--- src/rtl/cfa_pkg.sv ---
package cfa_pkg;

    typedef enum logic [2:0] {
        REQ_LOAD   = 3'd0,
        REQ_SECOND = 3'd1,
        REQ_MINUTE = 3'd2,
        REQ_HOUR   = 3'd3,
        REQ_HALF   = 3'd4,
        REQ_DAY    = 3'd5,
        REQ_MONTH  = 3'd6,
        REQ_YEAR   = 3'd7
    } req_t;

    typedef struct packed {
        logic [6:0] year;
        logic [3:0] month;
        logic [4:0] day;
        logic [4:0] hour;
        logic [5:0] minute;
        logic [5:0] second;
    } date_time_t;

    typedef struct packed {
        req_t              req;
        logic signed [1:0] step;
        date_time_t        load;
    } in_item_t;

    localparam int IN_DATA_W  = 40;
    localparam int IN_USER_W  = 3;
    localparam int OUT_DATA_W = 40;

    localparam logic [5:0] SEC_MAX   = 6'd59;
    localparam logic [5:0] HOUR_MAX  = 6'd23;
    localparam logic [5:0] MONTH_MAX = 6'd12;
    localparam logic [5:0] HALF_DAY  = 6'd12;
    localparam logic [5:0] FULL_DAY  = 6'd24;
    localparam logic [7:0] YEAR_SPAN = 8'd100;

    // Length of a month; an invalid month counts as 31 days.
    function automatic logic [4:0] month_days(input logic [3:0] month,
                                              input logic [6:0] year);
        logic [4:0] n;
        unique case (month)
            4'd2:                   n = (year[1:0] == 2'b00) ? 5'd29 : 5'd28;
            4'd4, 4'd6, 4'd9, 4'd11: n = 5'd30;
            default:                n = 5'd31;
        endcase
        return n;
    endfunction

    // Up wraps to lo past hi; down wraps to hi at or below lo and above hi.
    function automatic logic [5:0] wrap_step(input logic [5:0] v, input logic up,
                                             input logic [5:0] lo,
                                             input logic [5:0] hi);
        logic [5:0] r;
        if (up)
        begin
            r = (v >= hi) ? lo : v + 6'd1;
        end
        else
        begin
            r = (v <= lo || v > hi) ? hi : v - 6'd1;
        end
        return r;
    endfunction

endpackage

--- src/rtl/cfa_step.sv ---
module cfa_step (
    input  cfa_pkg::in_item_t   item,
    input  cfa_pkg::date_time_t cur,
    output cfa_pkg::date_time_t nxt
);

    logic       up;
    logic [5:0] sec_w;
    logic [5:0] min_w;
    logic [5:0] hour_w;
    logic [5:0] half_sum;
    logic [4:0] day_len;
    logic [5:0] day_w;
    logic [5:0] month_w;
    logic [3:0] month_new;
    logic [4:0] month_len;
    logic [7:0] year_sum;
    logic [6:0] year_new;
    logic [4:0] year_len;

    always_comb
    begin
        up       = (item.step == 2'sd1);
        sec_w    = cfa_pkg::wrap_step(cur.second, up, 6'd0, cfa_pkg::SEC_MAX);
        min_w    = cfa_pkg::wrap_step(cur.minute, up, 6'd0, cfa_pkg::SEC_MAX);
        hour_w   = cfa_pkg::wrap_step({1'b0, cur.hour}, up, 6'd0, cfa_pkg::HOUR_MAX);
        half_sum = {1'b0, cur.hour} + cfa_pkg::HALF_DAY;
        if (half_sum >= cfa_pkg::FULL_DAY)
        begin
            half_sum = half_sum - cfa_pkg::FULL_DAY;
        end

        day_len = cfa_pkg::month_days(cur.month, cur.year);
        day_w   = cfa_pkg::wrap_step({1'b0, cur.day}, up, 6'd1, {1'b0, day_len});

        month_w   = cfa_pkg::wrap_step({2'b00, cur.month}, up, 6'd1, cfa_pkg::MONTH_MAX);
        month_new = month_w[3:0];
        month_len = cfa_pkg::month_days(month_new, cur.year);

        // The sum stays within 98..228, so one subtraction of 100 or 200 brings it
        // into range.
        year_sum = {1'b0, cur.year} + {{6{item.step[1]}}, item.step} + cfa_pkg::YEAR_SPAN;
        if (year_sum >= {cfa_pkg::YEAR_SPAN[6:0], 1'b0})
        begin
            year_sum = year_sum - {cfa_pkg::YEAR_SPAN[6:0], 1'b0};
        end
        else if (year_sum >= cfa_pkg::YEAR_SPAN)
        begin
            year_sum = year_sum - cfa_pkg::YEAR_SPAN;
        end
        year_new = year_sum[6:0];
        year_len = cfa_pkg::month_days(cur.month, year_new);

        nxt = cur;
        unique case (item.req)
            cfa_pkg::REQ_LOAD:   nxt = item.load;
            cfa_pkg::REQ_SECOND: nxt.second = sec_w;
            cfa_pkg::REQ_MINUTE: nxt.minute = min_w;
            cfa_pkg::REQ_HOUR:   nxt.hour = hour_w[4:0];
            cfa_pkg::REQ_HALF:   nxt.hour = half_sum[4:0];
            cfa_pkg::REQ_DAY:    nxt.day = day_w[4:0];
            cfa_pkg::REQ_MONTH:
            begin
                nxt.month = month_new;
                nxt.day   = (cur.day > month_len) ? month_len : cur.day;
            end
            cfa_pkg::REQ_YEAR:
            begin
                nxt.year = year_new;
                nxt.day  = (cur.day > year_len) ? year_len : cur.day;
            end
            default: nxt = cur;
        endcase
    end

endmodule

--- src/rtl/calendar_field_adjuster.sv ---
// Calendar field adjuster: keeps a date and time (year offset from 2000,
// month, day, hour, minute, second) and applies one request per input item.
// Input channel s_*: s_tuser carries the request kind, s_tdata the step and
// the six load values. Output channel m_*: one item per input item, holding
// all six fields after the request was applied.
// An accepted item is first held in the input register; the next-state logic
// then writes the date and time register, which also drives m_tdata. A new
// item is taken every cycle, limited only by the output side.
// The date and time register also serves as the output register: it is
// updated only when the output slot is free or being emptied in that cycle.
// When the receiver stalls, the result holds, one further item waits in the
// input register, and s_tready drops until m_tready returns.
// After reset the date reads year 0, month 1, day 1, 00:00:00 and both
// channels are empty.
module calendar_field_adjuster (
    input  logic                           clk,
    input  logic                           rst_n,
    input  logic                           s_tvalid,
    output logic                           s_tready,
    // step[1:0], load_year[8:2], load_month[12:9], load_day[17:13],
    // load_hour[22:18], load_minute[28:23], load_second[34:29], zero fill
    input  logic [cfa_pkg::IN_DATA_W-1:0]  s_tdata,
    // req_type[2:0]
    input  logic [cfa_pkg::IN_USER_W-1:0]  s_tuser,
    output logic                           m_tvalid,
    input  logic                           m_tready,
    // cur_year[6:0], cur_month[10:7], cur_day[15:11], cur_hour[20:16],
    // cur_minute[26:21], cur_second[32:27], zero fill
    output logic [cfa_pkg::OUT_DATA_W-1:0] m_tdata
);

    cfa_pkg::in_item_t   in_item;
    cfa_pkg::in_item_t   item_reg;
    logic                item_valid_reg;
    logic                item_valid_next;
    cfa_pkg::date_time_t state_reg;
    cfa_pkg::date_time_t state_next;
    logic                out_valid_reg;
    logic                out_valid_next;
    logic                out_free;
    logic                advance;
    logic                in_take;

    always_comb
    begin
        in_item.req         = cfa_pkg::req_t'(s_tuser[2:0]);
        in_item.step        = s_tdata[1:0];
        in_item.load.year   = s_tdata[8:2];
        in_item.load.month  = s_tdata[12:9];
        in_item.load.day    = s_tdata[17:13];
        in_item.load.hour   = s_tdata[22:18];
        in_item.load.minute = s_tdata[28:23];
        in_item.load.second = s_tdata[34:29];
    end

    assign out_free = !out_valid_reg || m_tready;
    assign advance  = item_valid_reg && out_free;
    assign s_tready = !item_valid_reg || advance;
    assign in_take  = s_tvalid && s_tready;

    always_comb
    begin
        item_valid_next = item_valid_reg;
        if (in_take)
        begin
            item_valid_next = 1'b1;
        end
        else if (advance)
        begin
            item_valid_next = 1'b0;
        end

        out_valid_next = out_valid_reg;
        if (advance)
        begin
            out_valid_next = 1'b1;
        end
        else if (m_tready)
        begin
            out_valid_next = 1'b0;
        end
    end

    cfa_step u_step (
        .item (item_reg),
        .cur  (state_reg),
        .nxt  (state_next)
    );

    always_ff @(posedge clk or negedge rst_n)
    begin
        if (!rst_n)
        begin
            item_valid_reg <= 1'b0;
            out_valid_reg  <= 1'b0;
            state_reg      <= '{year: 7'd0, month: 4'd1, day: 5'd1,
                                hour: 5'd0, minute: 6'd0, second: 6'd0};
        end
        else
        begin
            item_valid_reg <= item_valid_next;
            out_valid_reg  <= out_valid_next;
            if (advance)
            begin
                state_reg <= state_next;
            end
        end
    end

    always_ff @(posedge clk)
    begin
        if (in_take)
        begin
            item_reg <= in_item;
        end
    end

    assign m_tvalid = out_valid_reg;
    assign m_tdata  = {7'd0, state_reg.second, state_reg.minute, state_reg.hour,
                       state_reg.day, state_reg.month, state_reg.year};

    // An item waiting in the input register is never dropped.
    a_item_kept: assert property (@(posedge clk) disable iff (!rst_n)
        (item_valid_reg && !advance) |=> item_valid_reg)
        else $error("input item lost while output stalled");

    // Every processed item yields a result on the output.
    a_result_shown: assert property (@(posedge clk) disable iff (!rst_n)
        advance |=> m_tvalid)
        else $error("processed item produced no result");

    // A stalled result is never overwritten by the next item.
    a_no_overwrite: assert property (@(posedge clk) disable iff (!rst_n)
        (m_tvalid && !m_tready) |=> $stable(state_reg))
        else $error("result changed while stalled");

    // A load request stores the load values unchanged.
    a_load: assert property (@(posedge clk) disable iff (!rst_n)
        (advance && item_reg.req == cfa_pkg::REQ_LOAD) |=>
            (state_reg == $past(item_reg.load)))
        else $error("load request did not store the load values");

endmodule

--- config.mk ---
export PLATFORM = sky130hd
export DESIGN_NAME = calendar_field_adjuster
export DESIGN_NICKNAME = d
export VERILOG_FILES = /design/src/rtl/cfa_pkg.sv /design/src/rtl/cfa_step.sv /design/src/rtl/calendar_field_adjuster.sv
export SDC_FILE = /design/constraint.sdc
export NUM_CORES = 1
export LEC_CHECK = 0
export BUFFER_PORTS_ARGS = -buffer_cell sky130_fd_sc_hd__buf_2
export CORE_ASPECT_RATIO = 0.5
export CORE_UTILIZATION = 45
export CTS_BUF_LIST = sky130_fd_sc_hd__clkbuf_4 sky130_fd_sc_hd__clkbuf_8 sky130_fd_sc_hd__clkbuf_16
export DETAILED_ROUTE_END_ITERATION = 10
export PLACE_DENSITY = 0.71
export SKIP_CTS_REPAIR_TIMING = 1
export SYNTH_ARGS = -nofsm -noshare
export SYNTH_HDL_FRONTEND = slang
export SYNTH_SLANG_ARGS = --single-unit
--- constraint.sdc ---
create_clock -name clk -period 4.77 [get_ports clk]
set_input_delay 0.2385 -clock clk [delete_from_list [all_inputs] [get_ports clk]]
set_output_delay 0.2385 -clock clk [all_outputs]
set_load 0.01 [all_outputs]
---- Word-level counts from Yosys, hierarchy flattened ----
Cells that the tools add are included.
storage, ports and cells
  output and inout port bits .............. 42
  register bits after elaboration ......... 73
  word-level logic and storage cells ...... 137
  input port bits ......................... 47
operators by class
  $lt $le $gt $ge ......................... 20
  reductions and logical operators ........ 30
  muxes and demuxes ....................... 35
  equality and inequality tests ........... 20
  add/sub/neg operators ................... 16
operators by type and width
  cell                                                   count
  two-way mux 5 bit                                      9
  two-way mux 6 bit                                      6
  one-hot mux 5 bit (2 select lines)                     3
  one-hot mux 6 bit (2 select lines)                     2
  one-hot mux 5 bit (4 select lines)                     1
  equality test 4 x 3 -> 1 bit (second input constant)   4
  equality test 4 bit (second input constant)            4
  greater-than comparator 5 bit                          3
  one-hot mux 5 bit (3 select lines)                     1
  two-way mux 7 bit                                      2
  one-hot mux 7 bit (2 select lines)                     1
  subtractor 7 bit (second input constant)               2
  adder 6 x 1 -> 6 bit (second input constant)           2
  equality test 3 bit (second input constant)            4
  >= comparator 6 bit (second input constant)            2
  greater-than comparator 6 bit (second input constant)  2
  <= comparator 6 x 1 -> 1 bit (second input constant)   2
  two-way mux 4 bit                                      3
  nonzero test 2 bit                                     6
  subtractor 6 x 1 -> 6 bit (second input constant)      2
  adder 5 x 1 -> 5 bit (second input constant)           2
  <= comparator 5 x 1 -> 1 bit (second input constant)   2
  AND reduction 2 bit                                    5
  subtractor 5 x 1 -> 5 bit (second input constant)      2
  31 further kinds                                       49

---- Longest topological paths before layout ----
Gate-level depths: netlist (run 1).
  word-level depth ........................ 11
  mapped depth ............................ 15
  gate-level depth less buffers ........... 15

---- Hierarchy ----
A second synthesis (run 1) with hierarchy kept.
second synthesis, totals
  cell total of the unflattened synthesis .. 680
  area, all modules ....................... 6132.1 µm²
by module, submodules not included
  module                   sequential area each (µm²)  area each (µm²)  instances  cells each
  cfa_step                 0.0                         3459.6           1          557
  calendar_field_adjuster  2019.4                      2672.6           1          123

---- Worst setup path before layout (run 1) ----
OpenSTA, ideal clock, no wires.
  kind .................................... register to register
  from .................................... register state_reg, in the netlist m_tdata[7]
  to ...................................... register state_reg, in the netlist m_tdata[11]
  path buffers ............................ 0
  arrival ................................. 3324 ps
  data required time ...................... 4687 ps
  setup time .............................. 83 ps
  period minus slack after synthesis ...... 3407 ps
  setup slack ............................. 1363 ps
  stages on the path, launching flop included .. 13
  cells stage by stage .................... dfstp_2 > inv_1 > ha_1 > mux4_2 > nor2b_1 > and4_1 > a21oi_1 > ha_1 > nand2_1 > nand3_1 > a221oi_2 > mux2_2 > a41oi_1
on the way
  longest elaborated chain between the ends .. 10
  elaborated cells between the ends (all ways) .. 38
  classes of those cells .................. add/sub: 2; order compare: 7; eq/ne: 12; mux: 12; reduce/logical: 5
RTL lines
  element                                                                               RTL line                        text
  start: declaration                                                                    calendar_field_adjuster.sv:36   cfa_pkg::date_time_t state_reg;
  start signal: assignment                                                              calendar_field_adjuster.sv:96   state_reg <= '{year: 7'd0, month: 4'd1, day: 5'd1,
  start signal: assignment                                                              calendar_field_adjuster.sv:105  state_reg <= state_next;
  <= comparator 4 x 1 -> 1 bit / greater-than comparator 4 bit (equally long branches)  cfa_pkg.sv:63                   r = (v <= lo || v > hi) ? hi : v - 6'd1;
  logical OR 1 bit                                                                      cfa_pkg.sv:63
  two-way mux 4 bit                                                                     cfa_pkg.sv:63
  two-way mux 4 bit                                                                     cfa_pkg.sv:57                   if (up)
  equality test 4 x 3 -> 1 bit / equality test 4 bit (equally long branches)            cfa_pkg.sv:44                   unique case (month)
  OR reduction 4 bit                                                                    cfa_pkg.sv:44
  one-hot mux 5 bit (2 select lines)                                                    cfa_pkg.sv:44
  greater-than comparator 5 bit                                                         cfa_step.sv:65                  nxt.day = (cur.day > month_len) ? month_len : cur.day;
  inequality test 2 x 1 -> 1 bit (no source line)                                       -
  AND reduction 4 bit (no source line)                                                  -
Parallel ways exist; a longest one is shown, timed or not. The select of a mux whose other input is x is not followed.
A chain may end at the register's enable or synchronous reset.

---- Worst setup path in the final report (run 1) ----
  from .................................... register state_reg, in the netlist m_tdata[7]
  to ...................................... register state_reg, in the netlist m_tdata[12]
The elaborated chain is that of the path after synthesis.

==> results.json, run 1 <==
{
  "synth_area_leaders": "edfxtp_1, dfrtp_1, ha_1",
  "grt_max_degree": 39,
  "cts_buffer_depth": 2,
  "period_needed_ns": 3.833,
  "p_int_mw": 2.000,
  "slowest_stage": "a221oi_2",
  "seq_power_share_pct": 28.7,
  "yosysTopAreaCellShare_pct": 21.34,
  "grt_setup_unrepaired": "false",
  "nets": 747,
  "end_kind": "flop",
  "cts-root-buf": "clkbuf_16",
  "syn_inst": 595,
  "switchingPower_mw": 1.527,
  "r2r.worst_path.cells": 12,
  "cts_tree": "built",
  "regToRegSetupSlack_ns": 0.94,
  "syn_area_per_cell_um2": 8.986,
  "cts_made_buffers": 9,
  "hold_viol": 0,
  "avgRoutedWirePerCell_um": 15.44,
  "synthFlopType": "edfxtp_1",
  "cp.arrival_ns": 4.09,
  "drive_above_1_share_pct": 17.55,
  "clkLatencyLatePin_ns": 0.34,
  "worstMarginPinSlew_ns": 1.019,
  "yosysWarnings": 0,
  "numClockSinks": 73,
  "dp.cells": 804,
  "clock_power_share_pct": 20.1,
  "grt_usage_pct": 21.34,
  "vias_per_cell": 5.627,
  "detail_route.first_pass.iterations": 5,
  "numPortBuffers": 76,
  "synthArstFlopShare_pct": 47.95,
  "cpPeakStageDelay_ns": 0.69,
  "synth_largest_area_cell": "edfxtp_1",
  "power_leakage_nw": 2.636,
  "path_common_cell": "ha_1",
  "drt_iter0_markers": 426,
  "critPathLaunchType": "flop",
  "grt_pass1_vias": 4336,
  "holdCritPathClass": "in2async",
  "synth_edf_count": 38,
  "antenna_left": 0,
  "maxSlewViolCount": 0,
  "coreArea_um2": 11280,
  "layout_commonest_cell": "buf_2",
  "yosys_register_bits": 73,
  "syn_area_um2": 5346,
  "swShare_pct": 43.29,
  "cp.required_ns": 5.02,
  "start_util_pct": 47.38,
  "worstReg2RegStart": "m_tdata[7]",
  "rr_endpoint": "m_tdata[12]",
  "synth_cell_types": 68,
  "layout_common_cells": "buf_2, nand2_1, o21ai_0",
  "dp_slack_ns": 0.9999,
  "route.vias.total": 4614,
  "grt_pass1_wl_um": 20730,
  "antenna_found_initial": 0,
  "power.density_nw_per_um2": 575.8,
  "drc": 0,
  "area_growth_pct": 14.56,
  "worst_slack_ns": 0.9370,
  "skew_ns": 0.005788,
  "power_frac_comb_pct": 51.2,
  "drv_cap": 0,
  "io_pins": 89,
  "path_clk_slew_ns": 0.06,
  "seq_area_frac_synth_pct": 37.77,
  "tns_ns": 0,
  "worstPathCellList": "inv_1 -> ha_1 -> mux4_2 -> nor2b_1 -> and4_1 -> a21oi_1 -> ha_1 -> nand2_1 -> nand3_1 -> a221oi_2 -> mux2_2 -> a41oi_1",
  "largest_reg_flops": 38,
  "max_freq_ghz": 0.2609,
  "dieArea_um2": 12350,
  "crit_buf_inv": 1,
  "worst_slew_margin_rel_pct": 32.06,
  "finalCritPeriodShare_pct": 80.36,
  "vdd.ir_drop.worst_mv": 0.2092,
  "grt_overflow": 0,
  "gp_congestion": 0.8770,
  "path_delay_family": "compound AO/OA/AOI/OAI gates",
  "dp_hpwl_um": 9018,
  "wirelength_um": 12660,
  "cts_max_level": 3,
  "critPathKind": "reg2reg",
  "die_y_um": 79.08,
  "die_width_um": 156.2,
  "outcome": "completed",
  "antenna_cells": 0,
  "crit_fanout": 11,
  "finalSetupViolations": 0,
  "rows": 27,
  "final_cells": 820
}
stage by stage:
stage	power (mW)	hold slack (ns)	utilization (%)	area (um2)
4_1_cts	3.539	0.06029	54.28	6125
3_3_place_gp	2.761	0.4151	51.51	5812
6_report	3.527	0.02486	54.28	6125
5_1_grt	3.825	0.05911	54.28	6125
3_5_place_dp	2.808	0.4166	51.51	5812
2_1_floorplan	2.383	-0.05709	-	5369
routing by layer:
| metal | part of all wire, % | track usage (%) |
|---|---|---|
| met5 | 0 | 0 |
| met4 | 1.3 | 7.059 |
| met3 | 5.0 | 4.148 |
| met2 | 47 | 35.80 |
| met1 | 47 | 27.78 |
power by group through the flow:
stage / Sequential, mW / Clock (mW) / Combinational [mW]
CTS: 1.01 / 0.725 / 1.80
floorplan: 0.960 / 0 / 1.42
finish: 1.01 / 0.710 / 1.80
detailed placement: 1.02 / 0 / 1.79
global placement: 1.02 / 0 / 1.74
global route: 1.04 / 0.744 / 2.04
cell type report:
type                       count  area (um2)
fill                        1046        5159
clock buffer                  10       239.0
tap                          159       198.9
multi-input combinational    453        3037
clock inverter                 6       73.82
timing repair buffer          80       410.4
sequential                    73        2019
inverter                      39       146.4
worst max-delay path by stage:
stage                           from     endpoint  slack (ns)  cells after the start
after detailed placement  m_tdata[7]  m_tdata[12]         1.0                     12
after floorplan           m_tdata[7]  m_tdata[11]        1.36                     12
final                     m_tdata[7]  m_tdata[12]        0.94                     12
after global placement    m_tdata[7]  m_tdata[11]        1.08                     12
after global routing      m_tdata[7]  m_tdata[12]        0.71                     15
after CTS                 m_tdata[7]  m_tdata[12]        0.96                     12
Yosys cell counts (all sizes together) (12+ instances only):
library cell	instances
nand3	17
o21ai	53
nor2	39
inv	39
buf	12
a31oi	17
nand2	62
clkbuf	24
ha	43
a21oi	41
dfrtp	33
edfxtp	38
nand2b	14
kinds of logic after synthesis:
kind of cell	synth area share, %
mux	2.925
simple gates	17.90
fa+ha+maj	10.44
compound gates	22.40
buf+inv	5.874
other cells	0.07014
xor+xnor	2.621
flops	37.77
No activity file was read; power rests on OpenSTA's default activity.
==> run 2: changes to the inputs <==
--- a/config.mk
+++ b/config.mk
@@ -5,12 +5,13 @@
 export SDC_FILE = /design/constraint.sdc
 export NUM_CORES = 1
 export LEC_CHECK = 0
+export ABC_AREA = 1
 export BUFFER_PORTS_ARGS = -buffer_cell sky130_fd_sc_hd__buf_2
 export CORE_ASPECT_RATIO = 0.5
 export CORE_UTILIZATION = 45
 export CTS_BUF_LIST = sky130_fd_sc_hd__clkbuf_4 sky130_fd_sc_hd__clkbuf_8 sky130_fd_sc_hd__clkbuf_16
 export DETAILED_ROUTE_END_ITERATION = 10
-export PLACE_DENSITY = 0.71
+export PLACE_DENSITY = 0.74
 export SKIP_CTS_REPAIR_TIMING = 1
 export SYNTH_ARGS = -nofsm -noshare
 export SYNTH_HDL_FRONTEND = slang
==> constraint.sdc (replaced) <==
create_clock -name clk -period 3.5 [get_ports clk]
set_input_delay 0.175 -clock clk [delete_from_list [all_inputs] [get_ports clk]]
set_output_delay 0.175 -clock clk [all_outputs]
set_load 0.01 [all_outputs]
==> results.json, run 2 <==
{
  "largest_reg_flops": 38,
  "cp.arrival_ns": 3.31,
  "dp.cells": 864,
  "drive_above_1_share_pct": 20.86,
  "yosys_register_bits": 73,
  "layout_common_cells": "nand2_1, inv_1, buf_2",
  "path_clk_slew_ns": 0.06,
  "switchingPower_mw": 2.542,
  "swShare_pct": 46.93,
  "cts_tree": "built",
  "seq_area_frac_synth_pct": 37.83,
  "cp.required_ns": 3.70,
  "p_int_mw": 2.874,
  "gp_congestion": 0.9044,
  "start_util_pct": 47.31,
  "wirelength_um": 12210,
  "grt_pass1_wl_um": 20160,
  "critPathKind": "reg2reg",
  "power_mw": 5.415,
  "synth_commonest_cells": "nand2_1, inv_1, nand3_1, nor2_1, ha_1",
  "detail_route.first_pass.iterations": 7,
  "worst_slack_ns": 0.3963,
  "finalCritPeriodShare_pct": 88.68,
  "worstMarginPinSlew_ns": 0.9086,
  "vdd.ir_drop.worst_mv": 0.3731,
  "end_kind": "flop",
  "final_core_util_pct": 54.57,
  "rows": 27,
  "grt_setup_unrepaired": "false",
  "seq_power_share_pct": 26.2,
  "hold_ws_ns": -0.03072,
  "holdCritPathClass": "in2async",
  "synthArstFlopShare_pct": 47.95,
  "period_needed_ns": 3.104,
  "fill_cells": 1048,
  "final_cells": 883,
  "power_frac_comb_pct": 55.9,
  "area_growth_pct": 15.35,
  "critPathLaunchType": "flop",
  "syn_area_per_cell_um2": 8.327,
  "syn_inst": 641,
  "synth_largest_area_cell": "edfxtp_1",
  "max_freq_ghz": 0.3222,
  "io_pins": 89,
  "yosysTopAreaCellShare_pct": 21.38,
  "power.density_nw_per_um2": 879.5,
  "vias_per_cell": 5.238,
  "drv_cap": 0,
  "syn_area_um2": 5338,
  "maxSlewViolCount": 0,
  "synth_area_leaders": "edfxtp_1, dfrtp_1, ha_1",
  "cts_made_buffers": 9,
  "synth_edf_count": 38,
  "numClockSinks": 73,
  "die_y_um": 79.01,
  "power_leakage_nw": 2.869,
  "drc": 0,
  "antenna_found_initial": 0,
  "cts-root-buf": "clkbuf_16",
  "yosysWarnings": 0,
  "drt_iter0_markers": 269,
  "avgRoutedWirePerCell_um": 13.82,
  "numPortBuffers": 76,
  "cts_buffer_depth": 2,
  "outcome": "complete, but fails checks",
  "clkLatencyLatePin_ns": 0.34,
  "cts_max_level": 3,
  "crit_fanout": 15,
  "layout_commonest_cell": "nand2_1",
  "clock_power_share_pct": 17.9,
  "r2r.worst_path.cells": 15,
  "die_width_um": 156.0,
  "nets": 810,
  "synth_cell_types": 55,
  "grt_overflow": 0,
  "regToRegSetupSlack_ns": 0.40,
  "violations": "hold timing",
  "finalSetupViolations": 0,
  "dieArea_um2": 12330,
  "coreArea_um2": 11280,
  "dp_hpwl_um": 9104,
  "rr_endpoint": "m_tdata[15]",
  "synthFlopType": "edfxtp_1",
  "worst_slew_margin_rel_pct": 39.43,
  "grt_pass1_vias": 4317,
  "worstReg2RegStart": "item_reg[34]",
  "synth.most_common_cell": "nand2_1",
  "antenna_cells": 0,
  "grt_max_degree": 39,
  "hold_viol": 33,
  "dp_slack_ns": 0.4238,
  "grt_usage_pct": 20.95,
  "route.vias.total": 4625,
  "tns_ns": 0,
  "antenna_left": 0,
  "skew_ns": 0.004466
}
-- run 2: layout make-up --
| cell class | instances | area [um2] | area share (%) |
|---|---|---|---|
| multi-input cells | 460 | 2836 | 46.07 |
| clock inverters | 7 | 85.08 | 1.382 |
| well taps | 159 | 198.9 | 3.231 |
| clock buffers | 9 | 225.2 | 3.658 |
| repair buffers | 84 | 447.9 | 7.275 |
| inverters | 91 | 344.1 | 5.588 |
| flip-flops and latches | 73 | 2019 | 32.80 |
-- run 2: kinds of logic after synthesis --
kind of cell,count (synthesis),synth area share [%]
AO/OA/AOI/OAI,128,15.07
AND/OR/NAND/NOR,261,23.84
adder cells (fa/ha/maj),44,10.45
flip-flops,73,37.83
XOR/XNOR,20,3.282
other,1,0.07026
buffers and inverters,114,9.447
-- run 2: power groups by stage --
stage / combinational (mW) / sequential (mW) / clock (mW)
6_report: 3.02 / 1.42 / 0.971
5_1_grt: 3.40 / 1.46 / 1.03
4_1_cts: 3.02 / 1.42 / 0.988
3_5_place_dp: 3.00 / 1.43 / 0
3_3_place_gp: 2.89 / 1.43 / 0
2_1_floorplan: 2.34 / 1.39 / 0
-- run 2: metrics by stage --
stage | hold WS, ns | area [um2]
finish | -0.03072 | 6157
global route | 0.002347 | 6157
CTS | -0.005911 | 6127
detailed placement | 0.3531 | 5817
global placement | 0.3397 | 5817
floorplan | -0.1206 | 5360
-- run 2: metal layers --
layer / share of wire [%] / global-route usage, % / vias up
li1: - / - / 2329
met1: 45 / 25.87 / 2132
met2: 48 / 36.25 / 146
met3: 5.4 / 4.585 / 18
met4: 1.5 / 7.549 / 0
met5: 0 / 0 / -
-- run 2: critical path, cell delays in order, from the launching register on --
cell and delay, ns:
edfxtp_1 0.45, inv_1 0.18, nand2_1 0.29, buf_4 0.31, a21oi_1 0.29, nor2_1 0.11, nand2_1 0.10, inv_1 0.06
ha_1 0.29, inv_1 0.04, o21bai_1 0.12, nand3_1 0.10, a21oi_2 0.17, nand2_2 0.12, nor3_2 0.20, a32oi_1 0.14
-- run 2: how the worst max path moves through the flow --
stage,start,endpoint,slack [ns],cells after the start
floorplan,m_tdata[7],m_tdata[13],0.78,16
global placement,item_reg[34],m_tdata[13],0.55,15
detailed placement,item_reg[34],m_tdata[15],0.42,15
CTS,item_reg[34],m_tdata[15],0.42,15
global route,item_reg[34],m_tdata[15],0.14,15
finish,item_reg[34],m_tdata[15],0.40,15
==> run 3: changes to the inputs <==
--- a/config.mk
+++ b/config.mk
@@ -11,8 +11,9 @@
 export CORE_UTILIZATION = 45
 export CTS_BUF_LIST = sky130_fd_sc_hd__clkbuf_4 sky130_fd_sc_hd__clkbuf_8 sky130_fd_sc_hd__clkbuf_16
 export DETAILED_ROUTE_END_ITERATION = 10
-export PLACE_DENSITY = 0.74
+export PLACE_DENSITY = 0.73
 export SKIP_CTS_REPAIR_TIMING = 1
 export SYNTH_ARGS = -nofsm -noshare
 export SYNTH_HDL_FRONTEND = slang
+export SYNTH_HIERARCHICAL = 1
 export SYNTH_SLANG_ARGS = --single-unit
==> results.json, run 3 <==
{
  "drc": 0,
  "io_pins": 89,
  "outcome": "complete, but fails checks",
  "seq_area_um2": 2019,
  "cts_buffer_depth": 2,
  "path_common_cell": "nand2_1",
  "antenna_cells": 0,
  "layout_commonest_cell": "nand2_1",
  "synth_commonest_cells": "nand2_1, nand3_1, inv_1, nor2_1, ha_1",
  "final_core_util_pct": 54.35,
  "end_kind": "flop",
  "cpPeakStageDelay_ns": 0.47,
  "numPortBuffers": 76,
  "finalCritPeriodShare_pct": 86.66,
  "syn_area_um2": 5803,
  "cts_tree": "built",
  "wl_met2_um": 6692,
  "detail_route.first_pass.iterations": 6,
  "synth_largest_area_cell": "edfxtp_1",
  "path_clk_slew_ns": 0.06,
  "largest_reg_flops": 38,
  "synthArstFlopShare_pct": 47.95,
  "hold_ws_ns": -0.02046,
  "worst_slew_margin_rel_pct": 37.31,
  "start_util_pct": 47.60,
  "drt_iter0_markers": 405,
  "crit_fanout": 7,
  "vdd.ir_drop.worst_mv": 0.3991,
  "vias_per_cell": 5.368,
  "antenna_left": 0,
  "met3_length_um": 953,
  "power_mw": 6.062,
  "cts-root-buf": "clkbuf_16",
  "grt_pass1_wl_um": 23520,
  "yosysWarnings": 6,
  "yosys_register_bits": 73,
  "cts_made_buffers": 9,
  "holdCritPathClass": "in2async",
  "nets": 927,
  "coreArea_um2": 12190,
  "worstPathCellList": "inv_1 -> ha_1 -> fa_1 -> xnor2_1 -> inv_1 -> ha_1 -> nand3_2 -> nand3_2 -> nand2_4 -> nand2_1 -> nand2_1 -> nand2_1 -> nand3_1 -> nand2_1 -> nand3_1 -> nand2_1",
  "seq_area_frac_synth_pct": 34.80,
  "synthFlopType": "edfxtp_1",
  "highest-signal-layer": "met4",
  "drv_cap": 0,
  "power.density_nw_per_um2": 914.9,
  "violations": "hold timing",
  "dieArea_um2": 13380,
  "fill_cells": 1144,
  "cts_max_level": 3,
  "synth_cell_types": 54,
  "synth.most_common_cell": "nand2_1",
  "grt_setup_unrepaired": "false",
  "skew_ns": 0.007630,
  "finalSetupViolations": 0,
  "clkLatencyLatePin_ns": 0.34,
  "layout_common_cells": "nand2_1, nand3_1, inv_1",
  "max_freq_ghz": 0.3297,
  "grt_max_degree": 36,
  "grt_overflow": 0,
  "critPathLaunchType": "flop",
  "drive_above_1_share_pct": 19.24,
  "synth_area_leaders": "edfxtp_1, dfrtp_1, nand2_1",
  "power_leakage_nw": 3.227,
  "antenna_found_initial": 0,
  "hold_viol": 33,
  "die_y_um": 82.30,
  "rows": 28,
  "syn_area_per_cell_um2": 7.626,
  "wirelength_um": 14450,
  "area_growth_pct": 14.19,
  "drt-met1-wl_um": 6555,
  "avgRoutedWirePerCell_um": 14.34,
  "critPathKind": "reg2reg",
  "die_width_um": 162.6,
  "maxSlewViolCount": 0,
  "route.vias.total": 5406,
  "grt_pass1_vias": 5072,
  "final_cells": 1007,
  "cp.arrival_ns": 3.26,
  "gp_congestion": 0.9170,
  "tns_ns": 0,
  "synth_edf_count": 38,
  "multi_input_area_um2": 3248,
  "slowest_stage": "fa_1",
  "period_needed_ns": 3.033,
  "dp.cells": 986,
  "dp_hpwl_um": 9954,
  "yosysTopAreaCellShare_pct": 19.66,
  "numClockSinks": 73,
  "cp.required_ns": 3.72,
  "syn_inst": 761,
  "worstMarginPinSlew_ns": 0.9404,
  "grt_usage_pct": 22.33
}
==> run 3: path summary, 6_finish.rpt <==
check                        startpoint           end  slack (ns)  cells after the start
min in group clk             s_tdata[5]  item_reg[29]           0                      1
min reg2reg                  m_tdata[5]    m_tdata[5]        0.53                      2
max in group asynchronous         rst_n    m_tdata[9]        2.93                      1
max reg2reg                item_reg[34]    m_tdata[5]        0.47                     16
min                               rst_n   m_tdata[17]       -0.02                      1
max                        item_reg[34]    m_tdata[5]        0.47                     16
==> run 3: kinds of logic (layout without fill, tap and decap cells) <==
| group | Yosys count | in the layout | synth area share (%) |
|---|---|---|---|
| simple gates | 412 | 412 | 33.61 |
| buf+inv | 123 | 198 | 9.616 |
| compound gates | 93 | 93 | 10.09 |
| flops | 73 | 73 | 34.80 |
| fa+ha+maj | 43 | 43 | 9.401 |
| xor+xnor | 16 | 16 | 2.415 |
| other cells | 1 | 7 | 0.06462 |
==> run 3: per-layer routing <==
layer	vias to the layer above	global-route usage, %
li1	2668	-
met1	2532	27.83
met2	184	39.19
met3	22	4.146
met4	0	8.411
met5	-	0
==> run 3: report_power, final <==
| group | switching, mW | total, mW | leakage (nW) | internal (mW) |
|---|---|---|---|---|
| combinational | 2.20 | 3.54 | 2.26 | 1.34 |
| clock | 0.359 | 0.997 | 0.156 | 0.638 |
| sequential | 0.382 | 1.52 | 0.811 | 1.14 |
| total | 2.94 | 6.06 | 3.23 | 3.12 |
==> run 3: final cells by class <==
type / count / share of cell area (%)
Clock buffer: 10 / 3.606
Clock inverter: 6 / 1.227
Inverter: 95 / 5.381
Multi-Input combinational cell: 571 / 49.02
Sequential cell: 73 / 30.48
Tap cell: 165 / 3.116
Timing Repair Buffer: 87 / 7.175
==> run 3: through the flow <==
step	hold slack [ns]	cell area (um2)	setup slack [ns]
floorplan	-0.1206	5826	0.7304
global placement	0.3458	6256	0.5471
detailed placement	0.3531	6256	0.4973
CTS	-0.004142	6576	0.4721
global route	0.001953	6626	0.1286
finish	-0.02046	6626	0.4669
==> run 3: worst max-delay path, delay by kind of cell (launching register included) <==
family	cells	cell delay (ns)
flip-flops	1	0.44
AND/OR/NAND/NOR	10	0.85
adder cells (fa/ha/maj)	3	1.05
XOR/XNOR	1	0.21
buffers and inverters	2	0.37
